--- src/rtl/bbum_pkg.sv ---
// Package for the box blur unsharp mask block.
// Holds field widths, register indexes, reset values and operation codes.
// No dependencies.
`default_nettype none

package bbum_pkg;

   localparam int PIXEL_BITS     = 8;
   localparam int WIDTH_BITS     = 12;
   localparam int HEIGHT_BITS    = 13;
   localparam int RADIUS_BITS    = 4;
   localparam int AMOUNT_BITS    = 12;
   localparam int THRESH_BITS    = 8;
   localparam int CSR_INDEX_BITS = 3;
   localparam int CSR_DATA_BITS  = 13;
   localparam int CNT_BITS       = 25;

   localparam int DEF_MAX_WIDTH  = 2048;
   localparam int DEF_MAX_RADIUS = 8;

   localparam logic [WIDTH_BITS-1:0]  RST_WIDTH  = WIDTH_BITS'(640);
   localparam logic [HEIGHT_BITS-1:0] RST_HEIGHT = HEIGHT_BITS'(480);
   localparam logic [RADIUS_BITS-1:0] RST_RADIUS = RADIUS_BITS'(1);
   localparam logic [AMOUNT_BITS-1:0] RST_AMOUNT = AMOUNT_BITS'(256);
   localparam logic [THRESH_BITS-1:0] RST_THRESH = THRESH_BITS'(0);

   localparam logic [PIXEL_BITS-1:0]  PIX_MAX = PIXEL_BITS'(255);

   typedef enum logic [CSR_INDEX_BITS-1:0] {
      CSR_FRAME_WIDTH     = 3'd0,
      CSR_FRAME_HEIGHT    = 3'd1,
      CSR_BLUR_RADIUS     = 3'd2,
      CSR_SHARPEN_AMOUNT  = 3'd3,
      CSR_NOISE_THRESHOLD = 3'd4
   } csr_index_type;

   typedef enum logic {
      OP_PIXEL = 1'b0,
      OP_DRAIN = 1'b1
   } op_type;

endpackage

`default_nettype wire

--- src/rtl/bbum_divider.sv ---
// Divider by a per-frame constant: multiplies by a scaled reciprocal and registers the quotient.
// Depends on bbum_pkg (house import only).
`default_nettype none

module bbum_divider #(
   parameter int NUM_BITS = 17,
   parameter int REC_BITS = 27,
   parameter int SHIFT    = 26
) (
   input  wire                 clock,
   input  wire                 reset,
   input  wire                 start,
   input  wire [NUM_BITS-1:0]  num,
   input  wire [REC_BITS-1:0]  recip,
   output logic                done_ff,
   output logic [NUM_BITS-1:0] quo_ff
);
   import bbum_pkg::*;

   localparam int PB = NUM_BITS + REC_BITS;

   logic [PB-1:0] prod;

   // The reciprocal is rounded up, and SHIFT leaves enough headroom that the
   // floor of the scaled product equals the floor of the true quotient.
   assign prod = PB'(num) * PB'(recip);

   always_ff @(posedge clock) begin
      if (reset) begin
         done_ff <= 1'b0;
      end else begin
         done_ff <= start;
      end
   end

   always_ff @(posedge clock) begin
      if (start) begin
         quo_ff <= prod[SHIFT +: NUM_BITS];
      end
   end

endmodule

`default_nettype wire

--- config.mk ---
export PLATFORM = sky130hd
export DESIGN_NAME = bbum_divider
export DESIGN_NICKNAME = d
export VERILOG_FILES = /design/src/rtl/bbum_pkg.sv /design/src/rtl/bbum_divider.sv
export SDC_FILE = /design/constraint.sdc
export NUM_CORES = 1
export LEC_CHECK = 0
export ABC_AREA = 1
export BUFFER_PORTS_ARGS = -buffer_cell sky130_fd_sc_hd__buf_2
export CAP_MARGIN = 25
export CELL_PAD_IN_SITES_DETAIL_PLACEMENT = 0
export CELL_PAD_IN_SITES_GLOBAL_PLACEMENT = 1
export CORE_ASPECT_RATIO = 1.25
export CORE_MARGIN = 2
export CORE_UTILIZATION = 25
export CTS_CLUSTER_DIAMETER = 150
export CTS_CLUSTER_SIZE = 40
export DETAILED_ROUTE_END_ITERATION = 10
export PLACE_DENSITY_LB_ADDON = 0.25
export SETUP_SLACK_MARGIN = 0.3
export SLEW_MARGIN = 10
export SYNTH_ARGS = -nofsm -noshare
export SYNTH_HDL_FRONTEND = slang
export SYNTH_SLANG_ARGS = --single-unit
--- constraint.sdc ---
create_clock -name clock -period 10.95 [get_ports clock]
set_input_delay 0.5475 -clock clock [delete_from_list [all_inputs] [get_ports clock]]
set_output_delay 0.5475 -clock clock [all_outputs]
set_load 0.01 [all_outputs]
* After elaboration in Yosys (flattened, before gate mapping)
Cells that the tools add are included.
** Operators by class
- Multiply operators :: 1
** Operator list (number)
- $mul 17x27->43 :: 1
** Storage, ports and cells
- Register bits after elaboration :: 18
- Output and inout port bits :: 18
- Logic and storage cells :: 3

* Longest topological paths before layout
Gate-level depths: netlist (run 1).
- Depth after elaboration :: 1
- Gate-level depth with buffers :: 29
- Depth with buffers taken out :: 27

* Worst setup path before layout (run 1)
No wires, ideal clock.
- Path type :: in2reg
- Start :: input port num[2]
- End :: register quo_ff[11] (data pin)
- Library setup time :: 252 ps
- Arrival :: 5471 ps
- Path slack :: 5226 ps
- Stages on the path :: 23
- Buffers on the path :: 2
- Path through :: clkbuf_1 clkbuf_1 nand2_1 fa_1 inv_1 fa_1 inv_1 fa_1 inv_1 fa_1 fa_1 inv_1 fa_1 inv_1 ha_1 a21oi_1 o21ai_0 a21oi_1 o21ai_0 nor2_1 nand2_1 nand2_1 nand2_1
** On the way
- Longest elaborated chain between the ends :: 1
** RTL lines
- start: declaration :: RTL line bbum_divider.sv:13 : input wire [NUM_BITS-1:0] num,
- $mul 17x27->43 :: RTL line bbum_divider.sv:26 : assign prod = PB'(num) * PB'(recip);
- net prod[37] :: RTL line bbum_divider.sv:22 : logic [PB-1:0] prod;
- end signal: assignment :: RTL line bbum_divider.sv:38 : quo_ff <= prod[SHIFT +: NUM_BITS];
- end: declaration :: RTL line bbum_divider.sv:16 : output logic [NUM_BITS-1:0] quo_ff
The timed path passes the listed nets, and every way through them passes these cells.
A chain may end at the register's enable or synchronous reset.

* Final worst setup path (run 1)
- Start :: input port num[3]
- End :: register quo_ff[10] (data pin)
The elaborated chain is that of the path after synthesis.

==> results of run 1 <==
-- worst paths after layout --
path	from	to	depth (start not counted)
max	num[3]	quo_ff[10]	20
min	reset	done_ff	2
-- metrics by stage --
step                hold WS [ns]   util
CTS                        0.423  0.270
finish                     0.430  0.270
global route               0.429  0.270
global placement           0.707  0.269
detailed placement         0.706  0.269
floorplan                  0.619      -
-- cells in the mapped netlist (2+ instances only) --
library cell | instances | area share
inv_1 | 669 | 0.16
nand2_1 | 616 | 0.15
fa_1 | 371 | 0.47
ha_1 | 112 | 0.089
clkbuf_1 | 102 | 0.024
nor2_1 | 76 | 0.018
a21oi_1 | 43 | 0.014
nand3_1 | 28 | 0.0089
o21ai_0 | 25 | 0.0079
edfxtp_1 | 17 | 0.032
nand4_1 | 9 | 0.0036
nor3_1 | 9 | 0.0029
nor2_2 | 4 | 0.0016
o21a_1 | 4 | 0.0019
o21bai_1 | 4 | 0.0019
xnor2_1 | 4 | 0.0022
xor2_1 | 4 | 0.0022
and3_1 | 2 | 0.00079
buf_2 | 2 | 0.00064
nor4_1 | 2 | 0.00079
-- layer usage --
metal  wire [um]  up-vias  GRT usage  part of all wire
met1       18900     6404      0.174              0.40
met2       26800      173      0.312              0.56
met4         998        4     0.0314             0.021
met3         856       56    0.00522             0.018
li1            -     5801          -                 -
met5          24        -          0           0.00050
-- critical path: stages --
cell and delay (ns):
buf_2 0.60, nand2_1 0.16, fa_1 0.55, inv_1 0.06, fa_1 0.53, inv_1 0.05
fa_1 0.49, inv_1 0.05, fa_1 0.60, fa_1 0.45, fa_1 0.45, ha_1 0.36
a21oi_1 0.35, o21ai_0 0.18, a21oi_1 0.30, nor2_1 0.10, nor3_1 0.21, nand2_1 0.09
nand2_1 0.06, nand2_1 0.08
-- final cells by class --
type | instances | area share
flip-flops and latches | 18 | 0.0316
repair buffers | 65 | 0.0195
clock buffers | 3 | 0.00447
multi-input cells | 1328 | 0.733
clock inverters | 1 | 0.000223
inverters | 670 | 0.150
well taps | 832 | 0.0620
-- kinds of logic (layout without fill, tap and decap cells) --
group / Yosys count / count (layout) / share of synthesized area
and+or+nand+nor: 754 / 754 / 0.188
AOI/OAI and AO/OA: 83 / 83 / 0.0288
xor gates and xnor gates: 8 / 8 / 0.00445
buffers and inverters: 774 / 739 / 0.185
DFF: 18 / 18 / 0.0337
adders and majority gates: 483 / 483 / 0.561
-- registers in the layout (all words and copies together) (netlist names) --
| register | flops |
|---|---|
| quo_ff | 17 |
| done_ff | 1 |
==> impl_metrics.ini, run 1 <==
[outcome]
status = finished clean

[place]
dp_slack_ns = 4.29
gp_congestion = 0.837
placed_area_sq_um = 16700
numPortBuffers = 64
place_inst = 2913
dp_hpwl_um = 39900

[yosys]
syn_area_per_cell_sq_um = 7.43
ys.warnings.count = 0
synth.distinct_cells = 37
synth_edf_count = 17
async_reset_ff_frac = 0
syn_area_sq_um = 15700
ys.flop_type = edfxtp_1
netlist_instances = 2120
synth-seq-cells = 18
syn_nets = 2650
yosysSeqAreaShare = 0.0337

[clock_network]
cts_buffers = 3
clkSinkCount = 18
post_cts.repair.setup_buffers = 0
cts_tree = yes
cts.htree.levels = 1
cts.repair.resized = 0
clockBufferDepth = 2
cts_root_buf = clkbuf_16
postCtsHoldBufs = 0
path_clk_slew_ns = 0.06

[floorplanning]
die_height_um = 285
core-area_sq_um = 62200
dieArea_sq_um = 65000
rows = 102
io_pins = 65
start_util = 0.253
die_w_um = 228

[setup_path]
crit_fanout = 27
cp-start-kind = primary input
critPathKind = in -> reg
cp.required_ns = 10.95
cp.arrival_ns = 6.30
endpoint_kind = register

[job]
drv_cap = 0

[cells_and_area]
nFillCells = 6899
final_common_cell = inv_1
stdcell_area_sq_um = 16800
multi_input_area_sq_um = 12300
areaGrowthSynthToFinish_pct = 6.70
final_cell_mix = inv_1 (669), nand2_1 (616), fa_1 (371), ha_1 (112), nor2_1 (76)
antenna_cells = 0
drive_gt1_frac = 0.0379
fin_nets = 2616
stdcell_count = 2917
final-seq-area_sq_um = 531

[sta]
worst_slew_pin_slew_ns = 0.789
finalHoldViolCount = 0
tns_ns = 0
rsz0062_at_grt = no
max_freq_mhz = 159
min_period_ns = 6.29
setup_ws_ns = 4.66
relSlewSlack = 0.474
setup-violations-final = 0
period_share = 0.575
drv_slew = 0

[routing]
drt_iter0_markers = 510
antenna_left = 0
viasPerCell = 4.26
route.vias.total = 12400
wl_um = 47600
dr.pass1.iters = 4
wl_per_cell_um = 16.3
drc = 0

[global_route]
grt_usage = 0.153
grt_pass1_vias = 14000
grt_max_degree = 28
grt_pass1_wl_um = 77700
gr-total-overflow = 0
antenna_found_initial = 2

[min_path]
hp-class = in -> reg
Power of run 1 is not shown: default switching activity piles up to over one toggle a cycle in this logic, so the estimate is an artifact.
==> run 2: changes to the inputs <==
--- a/config.mk
+++ b/config.mk
@@ -5,7 +5,7 @@
 export SDC_FILE = /design/constraint.sdc
 export NUM_CORES = 1
 export LEC_CHECK = 0
-export ABC_AREA = 1
+export ABC_AREA = 0
 export BUFFER_PORTS_ARGS = -buffer_cell sky130_fd_sc_hd__buf_2
 export CAP_MARGIN = 25
 export CELL_PAD_IN_SITES_DETAIL_PLACEMENT = 0
==> constraint.sdc (replaced) <==
create_clock -name clock -period 6.08 [get_ports clock]
set_input_delay 0.304 -clock clock [delete_from_list [all_inputs] [get_ports clock]]
set_output_delay 0.304 -clock clock [all_outputs]
set_load 0.01 [all_outputs]
==> run 2 against run 1 <==
  * First-iteration DRC count decreased by 33%
  * Routed wire length down 11%
  * Synthesized area decreased by 5.8%
  * Design area increased by 2.5%
  * Highest routed layer is now met4
  * Largest cell class unchanged
  * Critical endpoint is now quo_ff[8]
  * Final cell count shrank 13%
  * Sequential cell count unchanged
  * Utilization is 2.4 points higher
  * Global-route usage shrank 1.1 points
  * Via count decreased by 11%
  * Die area fell by 5.7%
  * Critical path type unchanged
==> impl_metrics.ini, run 2 <==
[floorplanning]
io_pins = 65
rows = 99
die_w_um = 222
die_height_um = 276
dieArea_sq_um = 61300
start_util = 0.254
core-area_sq_um = 58500

[yosys]
synth-seq-cells = 18
yosysSeqAreaShare = 0.0358
synth_edf_count = 17
yosysMostFrequentCell = inv_1
syn_area_per_cell_sq_um = 8.78
synthTopCellsByArea = fa_1 (50%), inv_1 (11%), ha_1 (9.4%)
syn_area_sq_um = 14800
synth_top_area_frac = 0.501
ys.flop_type = edfxtp_1
synth_common_cells = inv_1 (443), fa_1 (371), nand2_1 (311)
yosys.area.top_type = fa_1
syn_nets = 2220
async_reset_ff_frac = 0
netlist_instances = 1690
ys.warnings.count = 0
synth.distinct_cells = 52

[sta]
period_share = 0.928
relSlewSlack = 0.586
worst_slew_pin_slew_ns = 0.622
tns_ns = 0
finalHoldViolCount = 0
drv_slew = 0
setup-violations-final = 0
rsz0062_at_grt = yes
min_period_ns = 5.64
max_freq_mhz = 177

[place]
placed_area_sq_um = 16700
gp_congestion = 0.813
dp_hpwl_um = 37800
numPortBuffers = 64

[setup_path]
crit_fanout = 15
critPathKind = in -> reg
endpoint_kind = register
cp-start-kind = primary input
cp.required_ns = 6.13
cp.arrival_ns = 5.69

[routing]
wl_um = 42300
dr.pass1.iters = 4
antenna_left = 0
drt_iter0_markers = 344
drc = 0
wl_per_cell_um = 16.6
viasPerCell = 4.36
route.vias.total = 11100

[clock_network]
cts_root_buf = clkbuf_16
postCtsHoldBufs = 0
cts.htree.levels = 1
cts_buffers = 3
clkSinkCount = 18
clockBufferDepth = 2
path_clk_slew_ns = 0.05
cts_tree = yes

[global_route]
grt_usage = 0.141
antenna_found_initial = 0
grt_pass1_wl_um = 68500
grt_pass1_vias = 12700
grt_max_degree = 27
gr-total-overflow = 0

[cells_and_area]
final_cell_mix = inv_1 (443), fa_1 (364), nand2_1 (309), and2_1 (178), buf_4 (113)
drive_gt1_frac = 0.128
areaGrowthSynthToFinish_pct = 16.1
final_common_cell = inv_1
fin_nets = 2324
antenna_cells = 0
nFillCells = 6337
stdcell_area_sq_um = 17200
top_register = quo_ff
reg_top3 = quo_ff: 17 flops, done_ff: 1 flops
largest_register_ffs = 17

[min_path]
holdCritStartpoint = reset
hp-class = in -> reg
holdPathStages = 2
hold_end = done_ff

[job]
drv_cap = 0

[outcome]
status = finished clean
## run 2: final cells by class
class | instances | area, sq um | area share
well taps | 757 | 947 | 0.0550
inverters | 443 | 1660 | 0.0966
repair buffers | 172 | 1330 | 0.0773
flip-flops and latches | 18 | 531 | 0.0308
clock buffers | 4 | 88.8 | 0.00516
multi-input cells | 1156 | 12700 | 0.735
## run 2: routing by layer
metal / GRT usage / vias to the layer above / share of wire
met5: 0 / - / 0
li1: - / 5106 / -
met2: 0.293 / 120 / 0.59
met1: 0.161 / 5866 / 0.38
met3: 0.00499 / 36 / 0.015
met4: 0.0191 / 0 / 0.012
## run 2: how the worst max path moves through the flow
stage / from / slack [ns] / end / cells past startpoint
after floorplan: num[2] / 0.31 / quo_ff[10] / 20
after global placement: num[5] / -0.42 / quo_ff[16] / 20
after detailed placement: num[11] / -0.41 / quo_ff[16] / 22
after CTS: num[6] / 0.30 / quo_ff[14] / 21
after global routing: num[11] / 0.26 / quo_ff[9] / 22
final: num[11] / 0.44 / quo_ff[8] / 22
## run 2: timing repair
item	4_1_cts	5_1_grt
cloned	0	0
endpoints found under the setup margin	17	17
pin swaps	12	22
hold endpoints to repair	0	0
gates resized for setup	41	69
buffers inserted	0	2
## run 2: cells by family after synthesis
kind of cell               count (synthesis)  share of synthesized area
and+or+nand+nor                          533                      0.172
buffers and inverters                    516                      0.131
adders and majority gates                483                      0.595
AOI/OAI and AO/OA                        117                     0.0532
xor gates and xnor gates                  23                     0.0136
DFF                                       18                     0.0358
## run 2: critical path: stages
cell and delay, ns:
buf_6 0.15, buf_4 0.17, and2_1 0.15, fa_1 0.53
inv_1 0.05, fa_1 0.55, inv_1 0.06, fa_2 0.54
fa_2 0.46, fa_1 0.49, inv_1 0.05, fa_1 0.49
inv_1 0.07, ha_4 0.29, nand3_1 0.08, nor3_2 0.22
o41ai_2 0.12, o211ai_1 0.24, a21boi_2 0.07, buf_4 0.17
o21ai_2 0.15, xor2_1 0.27
## run 2: through the flow
step / worst slack [ns] / util / hold slack [ns] / instances
5_1_grt: 0.264 / 0.294 / 0.207 / 2550
3_5_place_dp: -0.406 / 0.285 / 0.463 / 2544
4_1_cts: 0.300 / 0.289 / 0.201 / 2548
3_3_place_gp: -0.415 / 0.285 / 0.459 / 2544
6_report: 0.440 / 0.294 / 0.208 / 2550
2_1_floorplan: 0.307 / - / 0.376 / 1690
Power of run 2 is left out for the same reason.
